[config.mk]
export PLATFORM = sky130hd
export DESIGN_NAME = energy_meter_accumulator_top_flat
export DESIGN_NICKNAME = d
export VERILOG_FILES = /design/src/design/emac_pkg.sv /design/src/design/emac_in_if.sv /design/src/design/emac_out_if.sv /design/src/design/emac_div.sv /design/src/design/emac_mul.sv /design/src/design/energy_meter_accumulator_top.sv /design/src/flat_wrapper.sv
export SDC_FILE = /design/constraint.sdc
export NUM_CORES = 1
export LEC_CHECK = 0
export BUFFER_PORTS_ARGS = -buffer_cell sky130_fd_sc_hd__buf_2
export CORE_MARGIN = 3
export CORE_UTILIZATION = 39
export DETAILED_ROUTE_END_ITERATION = 16
export HOLD_SLACK_MARGIN = 0.02
export PLACE_DENSITY = 0.53
export SYNTH_ARGS = -nofsm -noshare
export SYNTH_HDL_FRONTEND = slang
export SYNTH_SLANG_ARGS = --single-unit
[constraint.sdc]
create_clock -name clk -period 11.1 [get_ports clk]
set_input_delay 1.11 -clock clk [delete_from_list [all_inputs] [get_ports clk]]
set_output_delay 1.11 -clock clk [all_outputs]
set_load 0.02 [all_outputs]
[src/design/emac_pkg.sv]
`timescale 1ns / 1ps

package emac_pkg;

  // Internal storage widths.
  localparam int ENERGY_BITS = 48;
  localparam int MINUTE_BITS = 24;

  // Field widths of the item and result channels and of the tariff.
  localparam int POWER_W      = 13;
  localparam int AVG_W        = 14;
  localparam int TARIFF_W     = 16;
  localparam int COST_W       = 30;
  localparam int ENERGY_OUT_W = 48;
  localparam int MINUTE_OUT_W = 24;

  // Seconds counter, divider and multiplier sizing.
  localparam int SEC_W     = 6;
  localparam int DIVISOR_W = MINUTE_BITS + 6;
  localparam int PROD_W    = AVG_W + TARIFF_W;

  // Constants of the measurement rules.
  localparam logic [SEC_W-1:0]    SEC_LAST     = SEC_W'(59);
  localparam logic [POWER_W-1:0]  MIN_RESET    = POWER_W'(6000);
  localparam logic [TARIFF_W-1:0] TARIFF_RESET = TARIFF_W'(194);
  localparam logic [AVG_W-1:0]    AVG_LIMIT    = {AVG_W{1'b1}};

  // Item function codes.
  localparam logic FUNC_TICK  = 1'b0;
  localparam logic FUNC_CLEAR = 1'b1;

  // Status of a serial arithmetic unit.
  typedef struct packed {
    logic busy;
    logic done;
  } emac_stat_t;

endpackage

[src/design/emac_in_if.sv]
`timescale 1ns / 1ps

interface emac_in_if import emac_pkg::*; ();
  logic               valid;
  logic               ready;
  logic               func;
  logic [POWER_W-1:0] power_mw;

  modport source (output valid, func, power_mw, input ready);
  modport sink (input valid, func, power_mw, output ready);
endinterface

[src/design/emac_out_if.sv]
`timescale 1ns / 1ps

interface emac_out_if import emac_pkg::*; ();
  logic                    valid;
  logic                    ready;
  logic [POWER_W-1:0]      power_now_mw;
  logic [POWER_W-1:0]      power_max_mw;
  logic [POWER_W-1:0]      power_min_mw;
  logic [ENERGY_OUT_W-1:0] energy_mws;
  logic [MINUTE_OUT_W-1:0] elapsed_minutes;
  logic [AVG_W-1:0]        avg_power_mw;
  logic [COST_W-1:0]       cost_rate_micro;

  modport source (output valid, power_now_mw, power_max_mw, power_min_mw, energy_mws,
                  elapsed_minutes, avg_power_mw, cost_rate_micro, input ready);
  modport sink (input valid, power_now_mw, power_max_mw, power_min_mw, energy_mws,
                elapsed_minutes, avg_power_mw, cost_rate_micro, output ready);
endinterface

[src/design/emac_div.sv]
`timescale 1ns / 1ps

// Restoring divider: one quotient bit per cycle, with the quotient clamped to the
// average field's range.
module emac_div import emac_pkg::*; (
  input  logic                   clk,
  input  logic                   rst,
  input  logic                   start,
  input  logic [ENERGY_BITS-1:0] dividend,
  input  logic [DIVISOR_W-1:0]   divisor,
  output emac_stat_t             stat,
  output logic [AVG_W-1:0]       quotient
);

  localparam int CNT_W = $clog2(ENERGY_BITS);

  logic [ENERGY_BITS-1:0] dvd;
  logic [DIVISOR_W-1:0]   dsr;
  logic [DIVISOR_W-1:0]   rem;
  logic [AVG_W-1:0]       quo;
  logic                   ovf;
  logic [CNT_W-1:0]       cnt;
  logic                   busy;
  logic                   done;

  logic [DIVISOR_W:0]     trial;
  logic [DIVISOR_W:0]     diff;
  logic                   fits;

  // Trial subtraction of the divisor from the shifted remainder.
  always_comb begin
    trial = {rem, dvd[ENERGY_BITS-1]};
    diff  = trial - {1'b0, dsr};
    fits  = (trial >= {1'b0, dsr});
  end

  // Control: counts one step per dividend bit.
  always_ff @(posedge clk) begin
    if (rst) begin
      busy <= 1'b0;
      done <= 1'b0;
      cnt  <= '0;
    end else begin
      done <= 1'b0;
      if (start) begin
        busy <= 1'b1;
        cnt  <= CNT_W'(ENERGY_BITS - 1);
      end else if (busy) begin
        cnt <= cnt - 1'b1;
        if (cnt == '0) begin
          busy <= 1'b0;
          done <= 1'b1;
        end
      end
    end
  end

  // Datapath shift registers.
  always_ff @(posedge clk) begin
    if (start) begin
      dvd <= dividend;
      dsr <= divisor;
      rem <= '0;
      quo <= '0;
      ovf <= 1'b0;
    end else if (busy) begin
      dvd <= {dvd[ENERGY_BITS-2:0], 1'b0};
      rem <= fits ? diff[DIVISOR_W-1:0] : trial[DIVISOR_W-1:0];
      quo <= {quo[AVG_W-2:0], fits};
      ovf <= ovf | quo[AVG_W-1];
    end
  end

  assign stat.busy = busy;
  assign stat.done = done;
  assign quotient  = ovf ? AVG_LIMIT : quo;

endmodule

[src/design/emac_mul.sv]
`timescale 1ns / 1ps

// Shift-and-add multiplier: one multiplier bit per cycle.
module emac_mul import emac_pkg::*; (
  input  logic                clk,
  input  logic                rst,
  input  logic                start,
  input  logic [AVG_W-1:0]    mcand_a,
  input  logic [TARIFF_W-1:0] mcand_b,
  output emac_stat_t          stat,
  output logic [PROD_W-1:0]   product
);

  localparam int CNT_W = $clog2(AVG_W);

  logic [AVG_W-1:0]  a_sh;
  logic [PROD_W-1:0] b_sh;
  logic [PROD_W-1:0] acc;
  logic [CNT_W-1:0]  cnt;
  logic              busy;
  logic              done;

  // Control: one step per bit of the first operand.
  always_ff @(posedge clk) begin
    if (rst) begin
      busy <= 1'b0;
      done <= 1'b0;
      cnt  <= '0;
    end else begin
      done <= 1'b0;
      if (start) begin
        busy <= 1'b1;
        cnt  <= CNT_W'(AVG_W - 1);
      end else if (busy) begin
        cnt <= cnt - 1'b1;
        if (cnt == '0) begin
          busy <= 1'b0;
          done <= 1'b1;
        end
      end
    end
  end

  // Partial product accumulation.
  always_ff @(posedge clk) begin
    if (start) begin
      a_sh <= mcand_a;
      b_sh <= PROD_W'(mcand_b);
      acc  <= '0;
    end else if (busy) begin
      a_sh <= a_sh >> 1;
      b_sh <= b_sh << 1;
      if (a_sh[0]) begin
        acc <= acc + b_sh;
      end
    end
  end

  assign stat.busy = busy;
  assign stat.done = done;
  assign product   = acc;

endmodule

[src/design/energy_meter_accumulator_top.sv]
`timescale 1ns / 1ps
// Sequence: once a minute has passed, an accepted beat runs through the serial divider and then
// the serial multiplier before its result is valid; otherwise only through the multiplier.
// Flow: one item at a time; the next beat is taken as soon as the result is
// in the output register, which waits while the previous reading is not yet accepted.
// Reset: synchronous, active high; clears all measurements and sets the tariff to 194.
module energy_meter_accumulator_top import emac_pkg::*; (
  input  logic                clk,
  input  logic                rst,
  input  logic                cfg_we,
  input  logic [TARIFF_W-1:0] cfg_wdata,
  emac_in_if.sink             in_ch,
  emac_out_if.source          out_ch
);

  typedef enum logic [5:0] {
    ST_IDLE   = 6'b000001,
    ST_LAUNCH = 6'b000010,
    ST_DIV    = 6'b000100,
    ST_MSTART = 6'b001000,
    ST_MUL    = 6'b010000,
    ST_PUSH   = 6'b100000
  } state_t;

  state_t state;
  state_t state_next;

  logic [TARIFF_W-1:0]    tariff;
  logic [SEC_W-1:0]       second_count;
  logic [MINUTE_BITS-1:0] minute_count;
  logic [ENERGY_BITS-1:0] energy_total;
  logic [POWER_W-1:0]     max_power;
  logic [POWER_W-1:0]     min_power;
  logic [AVG_W-1:0]       avg_power;
  logic [POWER_W-1:0]     last_power;

  logic                   out_valid;
  logic                   in_beat;
  logic                   out_free;
  logic [ENERGY_BITS:0]   energy_sum;
  logic [DIVISOR_W-1:0]   divisor;

  logic                   div_start;
  emac_stat_t             div_stat;
  logic [AVG_W-1:0]       div_q;
  logic                   mul_start;
  emac_stat_t             mul_stat;
  logic [PROD_W-1:0]      mul_p;

  assign in_beat  = in_ch.valid && in_ch.ready;
  assign out_free = !out_valid || out_ch.ready;
  assign in_ch.ready = (state == ST_IDLE);

  // Saturating energy sum and divisor of sixty times the minute count.
  assign energy_sum = {1'b0, energy_total} + (ENERGY_BITS + 1)'(in_ch.power_mw);
  assign divisor    = DIVISOR_W'({minute_count, 6'b0}) - DIVISOR_W'({minute_count, 2'b0});

  assign div_start = (state == ST_LAUNCH) && (minute_count != '0);
  assign mul_start = ((state == ST_LAUNCH) && (minute_count == '0)) || (state == ST_MSTART);

  // Sequencer.
  always_comb begin
    state_next = state;
    unique case (state)
      ST_IDLE: begin
        if (in_beat) state_next = ST_LAUNCH;
      end
      ST_LAUNCH: begin
        state_next = (minute_count != '0) ? ST_DIV : ST_MUL;
      end
      ST_DIV: begin
        if (div_stat.done) state_next = ST_MSTART;
      end
      ST_MSTART: begin
        state_next = ST_MUL;
      end
      ST_MUL: begin
        if (mul_stat.done) state_next = ST_PUSH;
      end
      ST_PUSH: begin
        if (out_free) state_next = ST_IDLE;
      end
      default: begin
        state_next = ST_IDLE;
      end
    endcase
  end

  always_ff @(posedge clk) begin
    if (rst) begin
      state <= ST_IDLE;
    end else begin
      state <= state_next;
    end
  end

  // Tariff register.
  always_ff @(posedge clk) begin
    if (rst) begin
      tariff <= TARIFF_RESET;
    end else if (cfg_we) begin
      tariff <= cfg_wdata;
    end
  end

  // Measurement state, updated on each accepted beat and by the divider.
  always_ff @(posedge clk) begin
    if (rst) begin
      second_count <= '0;
      minute_count <= '0;
      energy_total <= '0;
      max_power    <= '0;
      min_power    <= MIN_RESET;
      avg_power    <= '0;
      last_power   <= '0;
    end else if (in_beat) begin
      if (in_ch.func == FUNC_CLEAR) begin
        second_count <= '0;
        minute_count <= '0;
        energy_total <= '0;
        max_power    <= '0;
        min_power    <= MIN_RESET;
        avg_power    <= '0;
        last_power   <= '0;
      end else begin
        if (second_count == SEC_LAST) begin
          second_count <= '0;
          if (minute_count != {MINUTE_BITS{1'b1}}) begin
            minute_count <= minute_count + 1'b1;
          end
        end else begin
          second_count <= second_count + 1'b1;
        end
        last_power   <= in_ch.power_mw;
        energy_total <= energy_sum[ENERGY_BITS] ? {ENERGY_BITS{1'b1}}
                                                : energy_sum[ENERGY_BITS-1:0];
        if (in_ch.power_mw > max_power) max_power <= in_ch.power_mw;
        if (in_ch.power_mw < min_power) min_power <= in_ch.power_mw;
      end
    end else if ((state == ST_DIV) && div_stat.done) begin
      avg_power <= div_q;
    end
  end

  emac_div u_div (
    .clk      (clk),
    .rst      (rst),
    .start    (div_start),
    .dividend (energy_total),
    .divisor  (divisor),
    .stat     (div_stat),
    .quotient (div_q)
  );

  emac_mul u_mul (
    .clk     (clk),
    .rst     (rst),
    .start   (mul_start),
    .mcand_a (avg_power),
    .mcand_b (tariff),
    .stat    (mul_stat),
    .product (mul_p)
  );

  // Output register: holds a finished result until its beat completes.
  always_ff @(posedge clk) begin
    if (rst) begin
      out_valid <= 1'b0;
    end else if ((state == ST_PUSH) && out_free) begin
      out_valid <= 1'b1;
    end else if (out_ch.ready) begin
      out_valid <= 1'b0;
    end
  end

  always_ff @(posedge clk) begin
    if ((state == ST_PUSH) && out_free) begin
      out_ch.power_now_mw    <= last_power;
      out_ch.power_max_mw    <= max_power;
      out_ch.power_min_mw    <= min_power;
      out_ch.energy_mws      <= ENERGY_OUT_W'(energy_total);
      out_ch.elapsed_minutes <= MINUTE_OUT_W'(minute_count);
      out_ch.avg_power_mw    <= avg_power;
      out_ch.cost_rate_micro <= COST_W'(mul_p);
    end
  end

  assign out_ch.valid = out_valid;

endmodule

[src/flat_wrapper.sv]
// flat-port wrapper written by rule: the top's interface ports become plain ports
module energy_meter_accumulator_top_flat import emac_pkg::*;
  (clk, rst, cfg_we, cfg_wdata, in_ch_valid, in_ch_func, in_ch_power_mw, in_ch_ready, out_ch_valid, out_ch_power_now_mw, out_ch_power_max_mw, out_ch_power_min_mw, out_ch_energy_mws, out_ch_elapsed_minutes, out_ch_avg_power_mw, out_ch_cost_rate_micro, out_ch_ready);
  emac_in_if in_ch_i ();
  emac_out_if out_ch_i ();
  input  logic clk;
  input  logic rst;
  input  logic cfg_we;
  input  logic [TARIFF_W-1:0] cfg_wdata;
  input wire logic [$bits(in_ch_i.valid)-1:0] in_ch_valid;
  input wire logic [$bits(in_ch_i.func)-1:0] in_ch_func;
  input wire logic [$bits(in_ch_i.power_mw)-1:0] in_ch_power_mw;
  output wire logic [$bits(in_ch_i.ready)-1:0] in_ch_ready;
  output wire logic [$bits(out_ch_i.valid)-1:0] out_ch_valid;
  output wire logic [$bits(out_ch_i.power_now_mw)-1:0] out_ch_power_now_mw;
  output wire logic [$bits(out_ch_i.power_max_mw)-1:0] out_ch_power_max_mw;
  output wire logic [$bits(out_ch_i.power_min_mw)-1:0] out_ch_power_min_mw;
  output wire logic [$bits(out_ch_i.energy_mws)-1:0] out_ch_energy_mws;
  output wire logic [$bits(out_ch_i.elapsed_minutes)-1:0] out_ch_elapsed_minutes;
  output wire logic [$bits(out_ch_i.avg_power_mw)-1:0] out_ch_avg_power_mw;
  output wire logic [$bits(out_ch_i.cost_rate_micro)-1:0] out_ch_cost_rate_micro;
  input wire logic [$bits(out_ch_i.ready)-1:0] out_ch_ready;
  assign in_ch_i.valid = in_ch_valid;
  assign in_ch_i.func = in_ch_func;
  assign in_ch_i.power_mw = in_ch_power_mw;
  assign in_ch_ready = in_ch_i.ready;
  assign out_ch_valid = out_ch_i.valid;
  assign out_ch_power_now_mw = out_ch_i.power_now_mw;
  assign out_ch_power_max_mw = out_ch_i.power_max_mw;
  assign out_ch_power_min_mw = out_ch_i.power_min_mw;
  assign out_ch_energy_mws = out_ch_i.energy_mws;
  assign out_ch_elapsed_minutes = out_ch_i.elapsed_minutes;
  assign out_ch_avg_power_mw = out_ch_i.avg_power_mw;
  assign out_ch_cost_rate_micro = out_ch_i.cost_rate_micro;
  assign out_ch_i.ready = out_ch_ready;
  energy_meter_accumulator_top u_core (.clk(clk), .rst(rst), .cfg_we(cfg_we), .cfg_wdata(cfg_wdata), .in_ch(in_ch_i), .out_ch(out_ch_i));
endmodule
==> flow_metrics.py <==
metrics = {
    "outcome": {
        "outcome": "finished, final reports clean",
    },
    "power_and_ir_drop": {
        "leakagePower_uw": 0.0114,
        "power_frac_seq_pct": 41.5,
        "swShare_pct": 30.7,
        "vdd.ir_drop.worst_mv": 0.127,
        "clkPwrFrac_pct": 34.1,
        "intPower_uw": 3870,
        "power_density_nw_per_um2": 198,
        "switching_power_uw": 1710,
        "p_comb_share_pct": 24.4,
    },
    "critical_path": {
        "crit_type": "reg -> reg",
        "critPathCaptureType": "flop",
        "rr_worst_depth": 10,
        "critical_path.max_fanout": 89,
        "critPathArrivalTime_ns": 4.58,
        "r2r_setup_slack_ns": 6.87,
        "required_ns": 11.46,
        "cp-start-kind": "flop",
    },
    "grt": {
        "gr-total-overflow": 0,
        "grt_pass1_vias": 18000,
        "antenna_found_initial": 2,
        "grt_max_degree": 90,
        "grt_usage_pct": 18.7,
        "grt_pass1_wl_um": 100000,
    },
    "placed_design": {
        "numPortBuffers": 191,
        "dp_slack_ns": 6.66,
        "dpl_cell_area_um2": 26300,
        "hpwlAfterDp_um": 44100,
        "gp_congestion": 0.868,
    },
    "synth": {
        "synth_cell_type_count": 76,
        "ys_ff_latch": 518,
        "syn_nets": 2657,
        "syn-cell-area_um2": 24600,
        "yosys.area.top_type": "edfxtp_1",
        "synth_top_area_share_pct": 31.9,
        "synth_top_flop_cell": "edfxtp_1",
        "synth_edf_count": 261,
        "async_flop_share_pct": 0,
        "synth_area_per_cell_um2": 9.85,
        "synth_area_leaders": "edfxtp_1 32%, dfxtp_1 21%, ha_1 6.2%, nand2_1 5.7%, a21oi_1 4.1%",
        "yosys_warnings": 0,
        "synth_seq_area_share_pct": 52.8,
        "netlist_instances": 2497,
    },
    "cts": {
        "hold_buffers": 0,
        "htreeDepth": 2,
        "cts.sinks": 518,
        "postCtsResizedCells": 0,
        "cts_max_path_buffers": 3,
        "clock_latency_ns": 0.61,
        "root_buffer": "clkbuf_16",
        "numCtsBuffers": 57,
        "clkTransAtPathRegs_ns": 0.06,
        "cts_tree": "done",
        "postCtsSetupRepairBufs": 0,
    },
    "final_layout": {
        "final_core_util_pct": 45.5,
        "fin_area_um2": 28200,
        "most-common-layout-cells": "376 x nand2_1, 261 x edfxtp_1, 256 x dfxtp_1",
        "fillers": 5943,
        "num_antenna_cells": 0,
        "final_common_cell": "nand2_1",
        "nets": 2812,
        "drive_gt1_share_pct": 12.4,
        "syn2layout_area_growth_pct": 14.7,
    },
    "timing": {
        "rsz0062_at_grt": "no",
        "drv_slew": 0,
        "setup_tns_ns": 0,
        "worst_pin_slew_ns": 1.20,
        "slew_headroom_pct": 20.1,
        "setup_viol": 0,
        "layout_setup_ws_ns": 6.87,
        "finalCritPeriodShare_pct": 38.1,
        "hold_violations": 0,
        "skew_ns": 0.0185,
        "fin_crit_ns": 4.23,
        "max_freq_mhz": 237,
    },
    "die": {
        "dieArea_um2": 66100,
        "core-area_um2": 62100,
        "start_util_pct": 39.7,
        "rows": 91,
        "chipWidth_um": 257,
        "io_pins": 192,
        "fp.dieH_um": 257,
    },
    "detailed_routing": {
        "routed_wl_um": 63400,
        "drc": 0,
        "first_pass_iters": 7,
        "vias": 18700,
        "via_per_inst": 5.28,
        "dr.first_iter.drc_count": 1156,
        "ant_nets": 0,
        "wire_per_inst_um": 17.9,
    },
    "min_path": {
        "hold_depth": 0,
        "hp-class": "reg -> reg",
    },
    "flow_run": {
        "cap_violations": 0,
    },
}
-- flip-flops by register name, summed over array words and instances, names as in the netlist, 28 cells and up --
signal and flops:
u_core.u_mul.product 30, u_core.energy_total 48, u_core.u_div.dsr 28, u_core.u_div.dvd 48
u_core.out_ch.energy_mws 48, u_core.u_div.rem 30, u_core.out_ch.cost_rate_micro 30, u_core.u_mul.b_sh 30
-- worst paths after layout --
path                          startpoint                             end
setup / recovery  u_core.minute_count[0]            u_core.u_div.dvd[46]
hold / removal      u_core.min_power[11]  u_core.out_ch.power_min_mw[11]
setup reg to reg  u_core.minute_count[0]            u_core.u_div.dvd[46]
hold reg to reg     u_core.min_power[11]  u_core.out_ch.power_min_mw[11]
-- stage by stage --
stage          hold slack (ns)  power [uW]  std cells
5_1_grt                  0.444        5900       3538
3_3_place_gp             0.416        3690       3430
4_1_cts                  0.430        5640       3538
3_5_place_dp             0.415        3710       3430
2_1_floorplan            0.406        3380       2497
6_report                 0.432        5580       3538
-- worst max-delay path: stages (launching register included) --
cell	delay (ns)
dfxtp_1	0.39
inv_1	0.13
ha_1	0.22
nand2_1	0.12
nor4_1	0.88
or2_2	0.24
buf_4	0.59
clkinv_2	0.49
buf_4	0.50
nand2_1	0.19
nand2_1	0.07
-- power groups by stage --
stage               Clock, uW  Combinational, uW  Sequential (uW)
floorplan                   0               1070             2300
CTS                      1960               1360             2310
detailed placement          0               1350             2350
global route             2030               1530             2330
finish                   1900               1360             2310
global placement            0               1340             2350
-- kinds of logic after synthesis --
family | after synthesis | share of synthesized area (%)
flip-flops | 518 | 52.8
AO/OA/AOI/OAI | 555 | 14.2
buffers and inverters | 221 | 3.44
adder cells (fa/ha/maj) | 125 | 6.45
multiplexers | 63 | 2.57
XOR/XNOR | 112 | 3.99
AND/OR/NAND/NOR | 903 | 16.6
-- layout make-up --
| class | count | area (um^2) | share of cell area [%] |
|---|---|---|---|
| Clock buffer | 75 | 1580 | 5.58 |
| Clock inverter | 33 | 315 | 1.12 |
| Inverter | 108 | 407 | 1.44 |
| Multi-Input combinational cell | 1758 | 10800 | 38.3 |
| Sequential cell | 518 | 13000 | 46.0 |
| Tap cell | 837 | 1050 | 3.71 |
| Timing Repair Buffer | 209 | 1090 | 3.87 |
-- layer usage --
layer  GRT usage (%)  up-vias  part of all wire [%]  wire length (um)
met4            5.01        0                   2.2              1410
met2            31.1      404                    47             30000
met5               0        -                     0                 0
met3            2.68       82                   4.6              2920
li1                -     9237                     -                 -
met1            25.6     8941                    46             29100
-- cells in the mapped netlist, types with 50 or more instances --
| master | count |
|---|---|
| ha_1 | 122 |
| nand3_1 | 57 |
| dfxtp_1 | 257 |
| clkbuf_1 | 98 |
| a21oi_1 | 200 |
| a21o_1 | 50 |
| nor3_1 | 51 |
| mux2i_1 | 61 |
| edfxtp_1 | 261 |
| inv_1 | 107 |
| xnor2_1 | 71 |
| nor2_1 | 233 |
| o21ai_0 | 118 |
| nand2_1 | 376 |
Note: power is estimated with default switching activity, not from simulation.
